`config.mk`:
```
export PLATFORM = sky130hd
export DESIGN_NAME = grx_fifo
export DESIGN_NICKNAME = d
export VERILOG_FILES = /design/src/design/grx_pkg.sv /design/src/design/grx_fifo.sv
export SDC_FILE = /design/constraint.sdc
export NUM_CORES = 1
export LEC_CHECK = 0
export BUFFER_PORTS_ARGS = -buffer_cell sky130_fd_sc_hd__buf_4
export CAP_MARGIN = 20
export CELL_PAD_IN_SITES_DETAIL_PLACEMENT = 1
export CELL_PAD_IN_SITES_GLOBAL_PLACEMENT = 1
export CORE_MARGIN = 2
export CORE_UTILIZATION = 44
export DETAILED_ROUTE_END_ITERATION = 12
export PLACE_DENSITY_LB_ADDON = 0.1
export SYNTH_ARGS = -nofsm -noshare
export SYNTH_HDL_FRONTEND = slang
export SYNTH_SLANG_ARGS = --single-unit
```
`constraint.sdc`:
```
create_clock -name clk -period 9.3 [get_ports clk]
set_input_delay 1.395 -clock clk [delete_from_list [all_inputs] [get_ports clk]]
set_output_delay 1.395 -clock clk [all_outputs]
set_load 0.02 [all_outputs]
```
`src/design/grx_pkg.sv`:
```
package grx_pkg;

  // Width of char_code * glyph_bytes (8-bit code times 6-bit stride).
  localparam int BASE_W = 14;

  localparam int APB_AW = 4;

  localparam logic [1:0] REG_FRAME_BASE = 2'd0;
  localparam logic [1:0] REG_PITCH      = 2'd1;
  localparam logic [1:0] REG_GLYPH_BYTES = 2'd2;

  localparam logic [15:0] PITCH_RESET  = 16'd1024;
  localparam logic [5:0]  GBYTES_RESET = 6'd16;

  localparam logic [7:0] MASK_ALL = 8'hFF;

  localparam int QUEUE_DEPTH = 2;
  localparam int QUEUE_AW    = $clog2(QUEUE_DEPTH);

  // One classified request as it waits between the front and back parts.
  typedef struct packed {
    logic              is_draw;
    logic              ld_ok;
    logic [12:0]       ld_addr;
    logic [7:0]        ld_data;
    logic [BASE_W-1:0] base;
    logic [31:0]       start_addr;
    logic [31:0]       fg;
    logic [31:0]       bg;
    logic              transp;
  } grx_req_t;

endpackage

```
`src/design/grx_fifo.sv`:
```
module grx_fifo (
  input  logic              clk,
  input  logic              rst_n,
  input  logic              push,
  input  grx_pkg::grx_req_t push_data,
  input  logic              pop,
  output grx_pkg::grx_req_t head,
  output logic              full,
  output logic              empty
);
  import grx_pkg::*;

  grx_req_t              ent_r [QUEUE_DEPTH];
  logic [QUEUE_AW-1:0]   wr_ptr_r;
  logic [QUEUE_AW-1:0]   rd_ptr_r;
  logic [QUEUE_AW:0]     cnt_r;

  assign full  = cnt_r == (QUEUE_AW+1)'(QUEUE_DEPTH);
  assign empty = cnt_r == '0;
  assign head  = ent_r[rd_ptr_r];

  always_ff @(posedge clk) begin
    if (!rst_n) begin
      wr_ptr_r <= '0;
      rd_ptr_r <= '0;
      cnt_r    <= '0;
    end else begin
      if (push) begin
        wr_ptr_r <= wr_ptr_r + 1'b1;
      end
      if (pop) begin
        rd_ptr_r <= rd_ptr_r + 1'b1;
      end
      cnt_r <= cnt_r + (QUEUE_AW+1)'(push) - (QUEUE_AW+1)'(pop);
    end
    if (push) begin
      ent_r[wr_ptr_r] <= push_data;
    end
  end

endmodule

```
==> run_results.csv, run 1 <==
group,metric,value,unit
worst_setup_path,crit_top_cell,"buf_4",
synth,synth_area,10100,um^2
route,wire_per_inst,20.9,um
clock_tree,cts-resized-gates,0,
clock_tree,post_cts.repair.setup_buffers,0,
clock_tree,clock_latency,0.54,ns
worst_setup_path,critPathCaptureType,"output port",
place,numPlacedInstances,985,
die,std_cell_rows,55,
synth,synth-seq-cells,273,
route,drc_errors,0,
route,post_drt_via_cell_ratio,4.93,
sta,setup_viol_count_final,0,
sta,fmax,227,MHz
sta,rsz0062_at_grt,"false",
place,place_congestion,0.759,
route,drtPass1Iterations,4,
sta,clock_skew,0.0137,ns
job,max_cap_viol_count,0,
sta,fin_tns_setup,0,ns
sta,drv_slew,0,
worst_setup_path,start_kind,"flop",
synth,synth_cells,438,
die,dieArea,24300,um^2
clock_tree,clockRootBuffer,"clkbuf_16",
die,initial_core_util,44.8,%
clock_tree,cts.clk_slew.worst_paths,0.06,ns
global_routing,grt_usage,17.3,%
hold_path,worstHoldPathType,"flop to flop",
clock_tree,postCtsHoldBufs,0,
status,status,"complete, no violations",
worst_setup_path,crit_required,7.91,ns
worst_setup_path,critical-path-max-stage-delay,0.85,ns
power,peakVddDrop,0.000134,V
synth,yosysTopAreaCellShare,79.4,%
sta,fin_crit_sh,47.3,%
clock_tree,cts.sinks,273,
worst_setup_path,crit_family,"buffers and inverters",
finish,area_growth_syn_to_layout,32.0,%
finish,drive_gt1_share,60.1,%
worst_setup_path,path_cells,"buf_16, buf_4, mux2_2, buf_4",
synth,ys_seq_area_share,80.4,%
synth,syn_area_per_cell,23.1,um^2
route,detail-route-antenna-nets,0,
synth,synth_area_leaders,"edfxtp_1 (79%), mux2_4 (8.9%), mux2_2 (8.2%), dfxtp_1 (0.99%), buf_6 (0.89%)",
die,dieWidth,156,um
finish,stdcell_count,1040,
power,powerDensity,216,nW/um^2
finish,nets,873,
sta,fin_crit,4.40,ns
sta,relSlewSlack,31.5,%
route,via_count,5127,
worst_setup_path,cp_num_buf_inv,3,
die,die_h,156,um
global_routing,grt_max_degree,85,
clock_tree,cts_max_level,1,
synth,ys_warn_count,0,
global_routing,grt_pass1_wl,31700,um
synth,synth_nets,578,
global_routing,grt_overflow,0,
worst_setup_path,crit_arrival,3.01,ns
worst_setup_path,crit_fanout,63,
route,drt-total-wl,21700,um
route,drt_iter0_drc,211,
worst_setup_path,setup.worst_path.class,"flop to output port",
global_routing,antenna_found_initial,1,
place,portBuffers,273,
power,p_leak,5.13,nW
clock_tree,cts_tree,"done",
global_routing,grt_pass1_vias,5594,
worst_setup_path,cp_slowest_cell,"buf_4",
die,num_io_pins,274,
synth,synth_top_area_cell,"edfxtp_1",
place,post-dp-hpwl,14600,um
clock_tree,clockBufferDepth,3,
sta,hold_viol,0,
synth,synth.distinct_cells,14,
clock_tree,cts_made_buffers,29,
sta,max_slew.worst_pin.slew,1.03,ns
die,placeableCoreArea,22600,um^2
finish,antenna-diode-count,0,
-- flip-flops by register name (all words and copies together), names as in the netlist, named ones only --
register and cells:
ent_r 268, wr_ptr_r 1, cnt_r 2, rd_ptr_r 1
-- worst reg2reg max path, cell delays in order, from the launching register on --
cell and delay [ns]:
dfxtp_1 0.37, nor2b_4 0.69, buf_4 0.66, buf_4 0.81
-- layout by cell type, fill, tap and decap left out, drive strengths merged --
master / n
xor2: 1
clkinv: 9
buf: 279
inv: 3
xnor3: 1
clkbuf: 41
nor2b: 4
edfxtp: 268
bufinv: 1
mux2: 134
nor2: 1
and2: 4
o21a: 1
clkinvlp: 1
ha: 2
dfxtp: 5
-- cells in the mapped netlist (all sizes together) --
cell / n
inv: 2
xor2: 1
buf: 15
ha: 2
dfxtp: 5
o21a: 1
nor2b: 4
mux2: 134
and2: 4
nor2: 1
xnor3: 1
edfxtp: 268
-- final cells by class --
cell class / instances / area [um^2]
clock buffers: 41 / 781
clock inverters: 12 / 86.3
fillers: 2014 / 9260
inverters: 2 / 7.51
multi-input cells: 148 / 1860
flip-flops and latches: 273 / 8150
well taps: 285 / 357
repair buffers: 279 / 2130
-- final timing paths --
| check | from | endpoint | slack [ns] | cells after the start |
|---|---|---|---|---|
| worst max-delay path | flop | head[45] | 4.90 | 4 |
| worst min-delay path | rd_ptr_r | flop | 0.58 | 2 |
| worst max register to register | wr_ptr_r | ent_r[0][115] | 6.32 | 3 |
| worst min register to register | rd_ptr_r | flop | 0.58 | 2 |
-- cells by family after synthesis --
kind of cell / share of synthesized area [%]
flops: 80.4
mux: 17.1
buf+inv: 1.31
simple gates: 0.531
xor+xnor: 0.309
fa+ha+maj: 0.247
compound gates: 0.0741
-- through the flow --
stage	hold WS, ns	area (um^2)	power (W)	utilization [%]	setup WS [ns]
2_1_floorplan	0.555	10100	0.00170	-	1.42
3_3_place_gp	0.562	12500	0.00186	55.0	5.20
3_5_place_dp	0.567	12500	0.00188	55.0	5.13
4_1_cts	0.582	13300	0.00293	58.9	4.56
5_1_grt	0.629	13400	0.00300	59.1	4.72
6_report	0.578	13400	0.00289	59.1	4.90
-- layer usage --
metal	GRT usage (%)	share of wire, %	up-vias
li1	-	-	2333
met4	6.25	2.9	2
met5	0	0.074	-
met2	29.2	50	216
met3	5.50	8.4	44
met1	21.1	39	2532
-- where the power goes --
part | leakage (nW) | internal (W) | switching (W)
combinational | 2.15 | 0.000200 | 0.000199
sequential | 2.56 | 0.00142 | 0.0000230
clock | 0.422 | 0.000609 | 0.000438
total | 5.13 | 0.00223 | 0.000660
No activity file was read; power rests on OpenSTA's default activity.
==> run 2, diff against run 1 <==
--- a/config.mk
+++ b/config.mk
@@ -10,7 +10,7 @@
 export CELL_PAD_IN_SITES_DETAIL_PLACEMENT = 1
 export CELL_PAD_IN_SITES_GLOBAL_PLACEMENT = 1
 export CORE_MARGIN = 2
-export CORE_UTILIZATION = 44
+export CORE_UTILIZATION = 40
 export DETAILED_ROUTE_END_ITERATION = 12
 export PLACE_DENSITY_LB_ADDON = 0.1
 export SYNTH_ARGS = -nofsm -noshare
==> constraint.sdc (replaced) <==
create_clock -name clk -period 3.5 [get_ports clk]
set_input_delay 0.525 -clock clk [delete_from_list [all_inputs] [get_ports clk]]
set_output_delay 0.525 -clock clk [all_outputs]
set_load 0.02 [all_outputs]
==> run 2 against run 1 <==
Against the previous run:
- routed wire length shrank 4.7%
- clock skew decreased by 0.0021 ns
- core utilization decreased by 4.7 points
- register-to-register slack worse by 4.6 ns
- final area up 1.7%
- power grew to 2.8 times the previous value
- sequential power increased to 2.6 times the previous value
- non-clock buffer count up 1
- die area is 9.7% higher
- first-iteration DRC count down 7.6%
- combinational power grew to 2.7 times the previous value
- critical endpoint is now head[129]
==> run_results.csv, run 2 (same netlist as run 1, synthesis figures left out) <==
group,metric,value,unit
route,wire_per_inst,19.0,um
sta,setup_viol_count_final,0,
worst_setup_path,path_cells,"buf_12, mux2_2, buf_4",
finish,final.fill_count,2310,
clock_tree,cts.clk_slew.worst_paths,0.06,ns
hold_path,worstHoldPathType,"input pin to flop",
global_routing,grt_pass1_vias,5550,
die,dieArea,26600,um^2
clock_tree,cts-resized-gates,0,
job,max_cap_viol_count,0,
sta,fin_crit,2.44,ns
die,placeableCoreArea,25000,um^2
hold_path,hold_depth,1,
route,detail-route-antenna-nets,0,
worst_setup_path,critPathCaptureType,"output port",
power,powerDensity,591,nW/um^2
clock_tree,cts_tree,"done",
global_routing,grt_usage,15.1,%
sta,fin_crit_sh,69.6,%
die,dieWidth,163,um
sta,fin_tns_setup,0,ns
sta,fmax,411,MHz
power,peakVddDrop,0.000455,V
sta,relSlewSlack,42.2,%
clock_tree,cts.sinks,273,
global_routing,grt_max_degree,76,
finish,final_cell_mix,"buf_4 (275), edfxtp_1 (268), mux2_2 (74), mux2_4 (60), clkbuf_16 (31)",
finish,final_common_cell,"buf_4",
worst_setup_path,cp.depth,3,
place,dpl_cell_area,12600,um^2
sta,setup_slack,1.06,ns
finish,reg_top3,"ent_r (268), cnt_r (2)",
sta,max_slew.worst_pin.slew,0.865,ns
clock_tree,post_cts.repair.setup_buffers,0,
clock_tree,clockBufferDepth,3,
route,via_count,5059,
finish,regArea,8150,um^2
worst_setup_path,cp_slowest_cell,"buf_12",
finish,antenna-diode-count,0,
clock_tree,clockRootBuffer,"clkbuf_16",
place,post-dp-hpwl,13800,um
finish,multi_input_area,1860,um^2
finish,utilization,54.4,%
status,status,"complete, no violations",
worst_setup_path,crit_arrival,1.91,ns
worst_setup_path,crit_required,2.97,ns
worst_setup_path,start_kind,"flop",
power,p_leak,5.23,nW
die,die_h,163,um
route,drc_errors,0,
worst_setup_path,critical-path-max-stage-delay,0.39,ns
worst_setup_path,reg2reg_depth,2,
clock_tree,clock_latency,0.54,ns
worst_setup_path,setup.worst_path.class,"flop to output port",
place,pre_cts_ws,1.28,ns
clock_tree,cts_made_buffers,30,
worst_setup_path,crit_fanout,67,
finish,largest_register_ffs,268,
clock_tree,postCtsHoldBufs,0,
die,std_cell_rows,58,
die,num_io_pins,274,
finish,drive_gt1_share,61.3,%
place,place_congestion,0.710,
route,drt_iter0_drc,195,
finish,fin_area,13600,um^2
die,initial_core_util,40.5,%
sta,rsz0062_at_grt,"false",
place,portBuffers,273,
finish,nets,875,
global_routing,antenna_found_initial,0,
sta,hold_viol,0,
global_routing,grt_pass1_wl,30800,um
finish,area_growth_syn_to_layout,34.3,%
route,drtPass1Iterations,4,
route,drt-total-wl,20700,um
global_routing,grt_overflow,0,
worst_setup_path,crit_family,"buffers and inverters",
sta,drv_slew,0,
worst_setup_path,cp_num_buf_inv,2,
clock_tree,cts_max_level,1,
finish,regMostFlops,"ent_r",
route,post_drt_via_cell_ratio,4.65,
sta,clock_skew,0.0116,ns
[run 2: layer usage]
metal	wire length (um)	track usage, %	vias to the layer above
li1	-	-	2337
met1	7960	18.3	2483
met2	10200	24.9	203
met3	2140	6.04	36
met4	438	4.67	0
met5	0	0	-
[run 2: layout make-up]
class                           count  share of cell area [%]
Sequential cell                   273                    59.9
Timing Repair Buffer              280                    15.9
Multi-Input combinational cell    148                    13.7
Clock buffer                       41                    6.34
Tap cell                          330                    3.03
Clock inverter                     15                    1.10
Inverter                            2                  0.0552
[run 2: where the power goes]
part / leakage [nW] / total (W) / switching (W) / internal [W]
Combinational: 2.16 / 0.00108 / 0.000541 / 0.000535
Clock: 0.507 / 0.00314 / 0.00121 / 0.00194
Sequential: 2.56 / 0.00383 / 0.0000429 / 0.00378
[run 2: through the flow]
stage / hold WS [ns] / std cells / power (W)
after floorplan: 0.555 / 438 / 0.00451
after global placement: 0.558 / 1033 / 0.00496
after detailed placement: 0.584 / 1033 / 0.00499
after CTS: 0.137 / 1089 / 0.00816
after global routing: 0.142 / 1089 / 0.00834
final: 0.163 / 1089 / 0.00804
[run 2: worst paths after layout]
path,start,end,slack (ns)
worst max register to register,wr_ptr_r,ent_r[0][107],1.68
worst max-delay path,flop,head[129],1.06
worst min-delay path,push_data[13],ent_r[0][13],0.16
worst min register to register,rd_ptr_r,flop,0.58
