$ cat config.mk
export PLATFORM = sky130hd
export DESIGN_NAME = grx_front
export DESIGN_NICKNAME = d
export VERILOG_FILES = /design/src/design/grx_pkg.sv /design/src/design/grx_front.sv
export SDC_FILE = /design/constraint.sdc
export NUM_CORES = 1
export LEC_CHECK = 0
export BUFFER_PORTS_ARGS = -buffer_cell sky130_fd_sc_hd__buf_2
export CORE_ASPECT_RATIO = 1.25
export CORE_MARGIN = 1
export CORE_UTILIZATION = 49
export DETAILED_ROUTE_END_ITERATION = 16
export GPL_ROUTABILITY_DRIVEN = 0
export PLACE_DENSITY = 0.81
export SYNTH_ARGS = -nofsm -noshare
export SYNTH_HDL_FRONTEND = slang
export SYNTH_SLANG_ARGS = --single-unit
$ cat constraint.sdc
create_clock -name vclk -period 13.44
set_input_delay 0.672 -clock vclk [all_inputs]
set_output_delay 0.672 -clock vclk [all_outputs]
set_load 0.02 [all_outputs]
$ cat src/design/grx_pkg.sv
package grx_pkg;

  // Width of char_code * glyph_bytes (8-bit code times 6-bit stride).
  localparam int BASE_W = 14;

  localparam int APB_AW = 4;

  localparam logic [1:0] REG_FRAME_BASE = 2'd0;
  localparam logic [1:0] REG_PITCH      = 2'd1;
  localparam logic [1:0] REG_GLYPH_BYTES = 2'd2;

  localparam logic [15:0] PITCH_RESET  = 16'd1024;
  localparam logic [5:0]  GBYTES_RESET = 6'd16;

  localparam logic [7:0] MASK_ALL = 8'hFF;

  localparam int QUEUE_DEPTH = 2;
  localparam int QUEUE_AW    = $clog2(QUEUE_DEPTH);

  // One classified request as it waits between the front and back parts.
  typedef struct packed {
    logic              is_draw;
    logic              ld_ok;
    logic [12:0]       ld_addr;
    logic [7:0]        ld_data;
    logic [BASE_W-1:0] base;
    logic [31:0]       start_addr;
    logic [31:0]       fg;
    logic [31:0]       bg;
    logic              transp;
  } grx_req_t;

endpackage

$ cat src/design/grx_front.sv
module grx_front #(
  parameter int GLYPH_STORE_DEPTH = 8192
) (
  input  logic              in_req_type,
  input  logic [12:0]       in_load_address,
  input  logic [7:0]        in_load_data,
  input  logic [7:0]        in_char_code,
  input  logic [15:0]       in_x_pos,
  input  logic [15:0]       in_y_pos,
  input  logic [31:0]       in_primary_color,
  input  logic [31:0]       in_secondary_color,
  input  logic [31:0]       frame_base,
  input  logic [15:0]       scanline_pitch,
  input  logic [5:0]        glyph_bytes,
  output grx_pkg::grx_req_t req
);
  import grx_pkg::*;

  logic [31:0] y_off;
  logic [31:0] ld_ext;

  assign y_off  = 32'(in_y_pos) * 32'(scanline_pitch);
  assign ld_ext = 32'(in_load_address);

  always_comb begin
    req.is_draw    = in_req_type;
    req.ld_ok      = ld_ext < 32'(GLYPH_STORE_DEPTH);
    req.ld_addr    = in_load_address;
    req.ld_data    = in_load_data;
    req.base       = BASE_W'(14'(in_char_code) * 14'(glyph_bytes));
    req.start_addr = frame_base + 32'(in_x_pos) + y_off;
    req.fg         = in_primary_color;
    req.bg         = in_secondary_color;
    req.transp     = in_secondary_color[31:24] == 8'h00;
  end

endmodule

==> results.cfg, run 1 <==
[finish]
fin_cells = 1779
syn2layout_area_growth_pct = 3.353
mostFrequentLayoutCells = 392 x inv_1, 266 x fa_1, 195 x nand2_1
final_common_cell = inv_1
clkbuf_count = 0
insertedDiodeCount = 0
drive_above_1_share_pct = 11.28
seq_area_um2 = 0
seq_cells = 0
nets = 2021

[route]
drt-total-wl_um = 27630
firstDrtPassIters = 5
drt_iter0_drc = 439
avgRoutedWirePerCell_um = 15.53
vias = 9181
postRouteAntennaNets = 0
drc = 0
via_per_inst = 5.161

[critical_path]
critPathRequiredTime_ns = 12.77
critPathSlowestCell = fa_1
critPathArrivalTime_ns = 6.46
cp-start-kind = primary input
path_cells = buf_2 -> nand2_1 -> fa_1 -> inv_1 -> fa_1 -> inv_1 -> fa_1 -> inv_1 -> fa_1 -> fa_1 -> inv_1 -> fa_1 -> inv_1 -> ha_1 -> nand2_1 -> nor2_1 -> a211oi_1 -> o21ai_0 -> nor2_1 -> o31ai_1 -> xnor2_1 -> buf_2
cp_max_fo = 16
cp_common_cell = fa_1
path_buf_inv = 7
worst_path_dominant_cell_family = adder cells
setup.worst_path.class = in2out
critPathMaxStageDelay_ns = 0.55
end_kind = primary output

[clock_tree]
cts_hold_buf = 0
postCtsSetupBuffers = 0
cts_resized = 0

[synth]
yosys_warnings = 0
synth_cells = 1419
yosysTopAreaCellShare_pct = 44.74
yosysSeqAreaShare_pct = 0
yosys-top-cells-area = fa_1 45%, ha_1 13%, inv_1 12%
syn_nets = 1984
postSynthAreaPerCell_um2 = 8.387
yosysUniqueCellTypes = 48
netlist_area_um2 = 11900
netlist.top_cell.by_area = fa_1

[floorplanning]
dieArea_um2 = 24920
coreArea_um2 = 23810
die_w_um = 141.4
fp.dieH_um = 176.2
ios = 314
start_util_pct = 49.99
rows = 63

[global_routing]
antenna_found_initial = 1
grt_pass1_wl_um = 46090
grt_remaining_overflow = 0
grtUsageTotal_pct = 23.23
grt_max_degree = 17
grt_pass1_vias = 9726

[sta]
finalHoldViolations = 0
max_freq_mhz = 140.2
hold_slack_ns = 1.344
slew_violations = 0
finalWorstSetupSlack_ns = 6.306
period_needed_ns = 7.134
relSlewSlack_pct = 55.58
tns_ns = 0
rsz0062_at_grt = false
setup_viol = 0
worst_slew_pin_slew_ns = 0.6593
finalCritPeriodShare_pct = 53.08

[placement]
dp_hpwl_um = 24350
io_buffer_count = 157
pre_cts_ws_ns = 6.388
dpl.cell_count = 1779

[hold_path]
hold_path.class = in2out

[run]
cap_violations = 0

[run_status]
status = finished, final reports clean
-- path summary, 6_finish.rpt --
check | slack, ns | startpoint | end | cells after the start
min | 1.34 | in_secondary_color[9] | req[10] | 0
max | 6.31 | scanline_pitch[7] | req[96] | 22
-- cells in the mapped netlist (2+ instances only) --
cell,instances
a31oi_1,3
a21oi_1,27
o31ai_1,3
a41o_2,2
nand2_1,195
nand2b_1,2
a21boi_0,3
and2_1,137
inv_1,392
nor2_1,25
or4_1,3
and3_1,2
clkbuf_1,32
nand3_1,4
o21ai_1,4
o21ai_0,18
o211ai_1,7
o21a_1,6
ha_1,119
a211oi_1,4
fa_1,266
nand4_1,4
a21o_1,7
xnor2_1,25
nor3_1,7
xor2_1,13
buf_4,88
-- kinds of logic after synthesis --
kind of cell             share of synthesized area (%)
AO/OA/AOI/OAI                                    5.215
buffers and inverters                            19.03
adder cells (fa/ha/maj)                          57.25
AND/OR/NAND/NOR                                  15.67
other                                          0.03151
XOR/XNOR                                         2.796
-- per-layer routing --
metal | up-vias | GRT usage [%] | wire length [um]
li1 | 4109 | - | -
met1 | 4527 | 27.99 | 10240
met2 | 429 | 41.44 | 13830
met3 | 114 | 2.549 | 1981
met4 | 2 | 10.93 | 1558
met5 | - | 0 | 13
-- layout make-up --
cell class	count	area [um2]
fillers	2205	11500
multi-input cells	905	9637
inverters	392	1471
repair buffers	157	785.8
well taps	325	406.6
-- per-stage QoR --
step                cell area [um2]  util (%)
finish                        12300     51.67
global route                  12300     51.67
CTS                           12300     51.67
detailed placement            12300     51.67
global placement              12300     51.67
floorplan                     11900         -
Power of run 1 is left out: the tool's default activity adds up to more than one toggle a clock period on the data nets, which glitch-free logic cannot reach.
==> run 2: changes to the inputs <==
--- a/config.mk
+++ b/config.mk
@@ -5,13 +5,14 @@
 export SDC_FILE = /design/constraint.sdc
 export NUM_CORES = 1
 export LEC_CHECK = 0
+export ABC_AREA = 1
 export BUFFER_PORTS_ARGS = -buffer_cell sky130_fd_sc_hd__buf_2
 export CORE_ASPECT_RATIO = 1.25
 export CORE_MARGIN = 1
 export CORE_UTILIZATION = 49
 export DETAILED_ROUTE_END_ITERATION = 16
 export GPL_ROUTABILITY_DRIVEN = 0
-export PLACE_DENSITY = 0.81
+export PLACE_DENSITY = 0.8
 export SYNTH_ARGS = -nofsm -noshare
 export SYNTH_HDL_FRONTEND = slang
 export SYNTH_SLANG_ARGS = --single-unit
==> constraint.sdc (replaced) <==
create_clock -name vclk -period 6.7
set_input_delay 0.335 -clock vclk [all_inputs]
set_output_delay 0.335 -clock vclk [all_outputs]
set_load 0.02 [all_outputs]
==> run 2 against run 1 <==
  * Sequential share of layout area is the same
  * Non-clock buffer count did not move
  * Critical path type unchanged
  * First-iteration DRC count up 22%
  * Critical path depth rose by 1
  * Cell count grew 24%
==> results.cfg, run 2 <==
[run_status]
status = finished, final reports clean

[critical_path]
critPathMaxStageDelay_ns = 0.57
cp_max_fo = 16
setup.worst_path.class = in2out
path_cells = buf_2 -> nand2_1 -> fa_1 -> inv_1 -> fa_1 -> inv_1 -> fa_1 -> inv_1 -> fa_1 -> fa_1 -> inv_1 -> fa_1 -> inv_1 -> ha_1 -> nand2_1 -> nor2_1 -> nand2_1 -> nor2_1 -> nand2_1 -> nand3_1 -> nand2_1 -> nand2_1 -> buf_2
critPathArrivalTime_ns = 5.56
cp-start-kind = primary input
end_kind = primary output
path_buf_inv = 7
worst_path_dominant_cell_family = adder cells
critPathSlowestCell = fa_1
critPathRequiredTime_ns = 6.36

[synth]
netlist.top_cell.by_area = fa_1
synthTopCellsByCount = 632 x inv_1, 528 x nand2_1, 266 x fa_1
yosysUniqueCellTypes = 26
yosys-top-cells-area = fa_1 41%, inv_1 18%, nand2_1 15%
yosysSeqAreaShare_pct = 0
synth_cells = 1859
syn_nets = 2424
postSynthAreaPerCell_um2 = 6.995
yosysTopAreaCellShare_pct = 40.95
synth.most_common_cell = inv_1
netlist_area_um2 = 13000
yosys_warnings = 0

[finish]
nets = 2426
seq_area_um2 = 0
insertedDiodeCount = 0
final_common_cell = inv_1
num-fill-cells = 2469
drive_above_1_share_pct = 9.575
syn2layout_area_growth_pct = 2.271
seq_cells = 0
clkbuf_count = 0
mostFrequentLayoutCells = 632 x inv_1, 528 x nand2_1, 266 x fa_1

[hold_path]
hold-path-cell-count = 0
hold_path.class = in2out
hold_path_end = req[125]
holdCritStartpoint = in_load_address[6]

[route]
firstDrtPassIters = 5
vias = 10870
drt-total-wl_um = 32140
drt_iter0_drc = 534
via_per_inst = 4.941
avgRoutedWirePerCell_um = 14.61
drc = 0
postRouteAntennaNets = 0

[sta]
period_needed_ns = 5.894
rsz0062_at_grt = false
finalHoldViolations = 0
finalWorstSetupSlack_ns = 0.8058
finalCritPeriodShare_pct = 87.97
slew_violations = 0
tns_ns = 0
setup_viol = 0
max_freq_mhz = 169.7

[placement]
dp_hpwl_um = 27940
io_buffer_count = 157
pre_cts_ws_ns = 0.8481

[run]
cap_violations = 0

[clock_tree]
postCtsSetupBuffers = 0
cts_hold_buf = 0
cts_resized = 0

[global_routing]
gr-max-usage-layer = met2
grt_pass1_wl_um = 53630
grt_use_met3_pct = 1.881
grtUsageTotal_pct = 25.02
antenna_found_initial = 0
grt_max_degree = 17
grt_pass1_vias = 11520
met2_usage_pct = 46.70
grt_util_met1_pct = 27.68
grt_remaining_overflow = 0

[floorplanning]
fp.dieH_um = 184.1
rows = 66
dieArea_um2 = 27200
ios = 314
die_w_um = 147.7
coreArea_um2 = 26010
start_util_pct = 49.99
## run 2: cell count changes after synthesis, moves of 12 or more
cell / before / now
and2_1: 137 / 1
clkbuf_1: 32 / 70
inv_1: 392 / 632
nand2_1: 195 / 528
nand3_1: 4 / 37
o21ai_0: 18 / 6
xnor2_1: 25 / 3
## run 2: routing by layer
layer	wire length [um]	share of wire, %	up-vias
met5	0	0	-
met4	2199	6.8	0
met3	2151	6.7	170
met2	16460	51	487
met1	11330	35	5190
li1	-	-	5019
## run 2: area by class of cell
type / instances / area (um2) / share of cell area [%]
inverter: 632 / 2372 / 17.84
tap: 340 / 425.4 / 3.199
timing repair buffer: 157 / 785.8 / 5.908
multi-input combinational: 1070 / 9716 / 73.05
## run 2: kinds of logic (layout without fill, tap and decap cells)
kind of cell	after synthesis	count (layout)	share of synthesized area, %
buf+inv	789	789	25.29
simple gates	629	629	19.43
other cells	1	1	0.02884
fa+ha+maj	385	385	52.40
compound gates	33	33	1.376
xor+xnor	22	22	1.482
## run 2: worst max-delay path by stage
stage / start / to / slack [ns] / depth (start not counted)
3_5_place_dp: scanline_pitch[10] / req[91] / 0.85 / 23
6_report: scanline_pitch[10] / req[91] / 0.81 / 23
3_3_place_gp: scanline_pitch[10] / req[91] / 0.89 / 23
2_1_floorplan: in_y_pos[7] / req[83] / 1.13 / 22
5_1_grt: scanline_pitch[10] / req[91] / 0.53 / 23
4_1_cts: scanline_pitch[10] / req[91] / 0.83 / 23
## run 2: per-stage QoR
| step | cells | util (%) | cell area, um2 | hold slack (ns) |
|---|---|---|---|---|
| after floorplan | 1859 | - | 13000 | 0.7826 |
| after global placement | 2199 | 51.13 | 13300 | 0.6701 |
| after detailed placement | 2199 | 51.13 | 13300 | 0.6701 |
| after CTS | 2199 | 51.13 | 13300 | 0.6701 |
| after global routing | 2199 | 51.13 | 13300 | 0.6700 |
| final | 2199 | 51.13 | 13300 | 0.6700 |
Power of run 2 is left out for the same reason.
==> run 3: changes to the inputs <==
--- a/config.mk
+++ b/config.mk
@@ -7,12 +7,14 @@
 export LEC_CHECK = 0
 export ABC_AREA = 1
 export BUFFER_PORTS_ARGS = -buffer_cell sky130_fd_sc_hd__buf_2
+export CELL_PAD_IN_SITES_DETAIL_PLACEMENT = 1
+export CELL_PAD_IN_SITES_GLOBAL_PLACEMENT = 1
 export CORE_ASPECT_RATIO = 1.25
 export CORE_MARGIN = 1
-export CORE_UTILIZATION = 49
+export CORE_UTILIZATION = 41
 export DETAILED_ROUTE_END_ITERATION = 16
 export GPL_ROUTABILITY_DRIVEN = 0
-export PLACE_DENSITY = 0.8
+export PLACE_DENSITY = 0.92
 export SYNTH_ARGS = -nofsm -noshare
 export SYNTH_HDL_FRONTEND = slang
 export SYNTH_SLANG_ARGS = --single-unit
==> run 3 against run 2 <==
  * Die area up 19%
  * First-iteration DRC count down 18%
  * Sequential share of layout area unchanged
  * Via count up 3.7%
  * Sequential cell count unchanged
  * Critical path type unchanged
  * Largest cell class unchanged
  * Highest routed layer unchanged
==> results.cfg, run 3 (synthesis results as in run 2) <==
[run]
cap_violations = 0

[route]
avgRoutedWirePerCell_um = 18.44
drt-total-wl_um = 41780
drt_iter0_drc = 440
via_per_inst = 4.974
drc = 0
vias = 11270
postRouteAntennaNets = 0
firstDrtPassIters = 4

[sta]
slew_violations = 0
period_needed_ns = 6.131
max_freq_mhz = 163.1
finalCritPeriodShare_pct = 91.50
tns_ns = 0
setup_viol = 0
rsz0062_at_grt = false
finalHoldViolations = 0

[floorplanning]
rows = 72
coreArea_um2 = 31080
fp.dieH_um = 201.1
dieArea_um2 = 32440
start_util_pct = 41.84
ios = 314
die_w_um = 161.3

[finish]
seq_area_um2 = 0
drive_above_1_share_pct = 9.575
multi_input_area_um2 = 9716
insertedDiodeCount = 0
fin_cells = 2266
clkbuf_count = 0
mostFrequentLayoutCells = 632 x inv_1, 528 x nand2_1, 266 x fa_1
num-fill-cells = 4080
nets = 2426
syn2layout_area_growth_pct = 2.915
seq_cells = 0
final_common_cell = inv_1

[global_routing]
antenna_found_initial = 0
grt_pass1_wl_um = 67610
grt_remaining_overflow = 0
grtUsageTotal_pct = 26.91
grt_pass1_vias = 13640
grt_max_degree = 17

[hold_path]
hold-path-cell-count = 0
holdCritStartpoint = in_secondary_color[20]
hold_path.class = in2out
hold_path_end = req[21]

[critical_path]
critPathRequiredTime_ns = 6.36
setup.worst_path.class = in2out
end_kind = primary output
cp_max_fo = 16
startpoint = in_y_pos[10]
cp-start-kind = primary input
critPathArrivalTime_ns = 5.80

[clock_tree]
postCtsSetupBuffers = 0
cts_hold_buf = 0
cts_resized = 0

[run_status]
status = finished, final reports clean

[placement]
dp_hpwl_um = 37210
io_buffer_count = 157
dpl.cell_count = 2266
-- run 3: cell counts in the layout (fill, tap and decap cells not counted) --
No cell type changed its count.
-- run 3: layout make-up --
class,instances,share of cell area (%)
repair buffers,157,5.871
inverters,632,17.73
well taps,407,3.805
multi-input cells,1070,72.60
-- run 3: worst max-delay path by stage --
stage,end,cells after the start
6_report,req[87],21
5_1_grt,req[87],21
4_1_cts,req[87],21
3_5_place_dp,req[81],22
3_3_place_gp,req[87],21
2_1_floorplan,req[83],22
-- run 3: layer usage --
metal	global-route usage, %	routed length [um]
met5	0	0
met4	19.98	3563
met3	2.536	1689
met2	52.42	22890
met1	25.70	13640
-- run 3: metrics by stage --
| step | instance area (um2) | worst slack [ns] | hold slack (ns) | util (%) |
|---|---|---|---|---|
| final | 13380 | 0.5694 | 0.6700 | 43.06 |
| after global routing | 13380 | 0.3342 | 0.6700 | 43.06 |
| after CTS | 13380 | 0.6173 | 0.6701 | 43.06 |
| after detailed placement | 13380 | 0.6260 | 0.6701 | 43.06 |
| after global placement | 13380 | 0.8275 | 0.6701 | 43.06 |
| after floorplan | 13000 | 1.133 | 0.7826 | - |
-- run 3: critical path, cell delays in order --
cell     delay, ns
buf_2         0.32
nand2_1       0.14
fa_1          0.56
fa_1          0.59
fa_1          0.45
fa_1          0.64
inv_1         0.08
fa_1          0.49
inv_1         0.06
fa_1          0.51
inv_1         0.08
ha_1          0.40
nand2_2       0.11
nor2_2        0.20
nand3_1       0.12
nand3_2       0.14
nand2_1       0.09
nand2_1       0.08
nand2_1       0.06
nand2_1       0.13
buf_2         0.19
Power of run 3 is left out for the same reason.
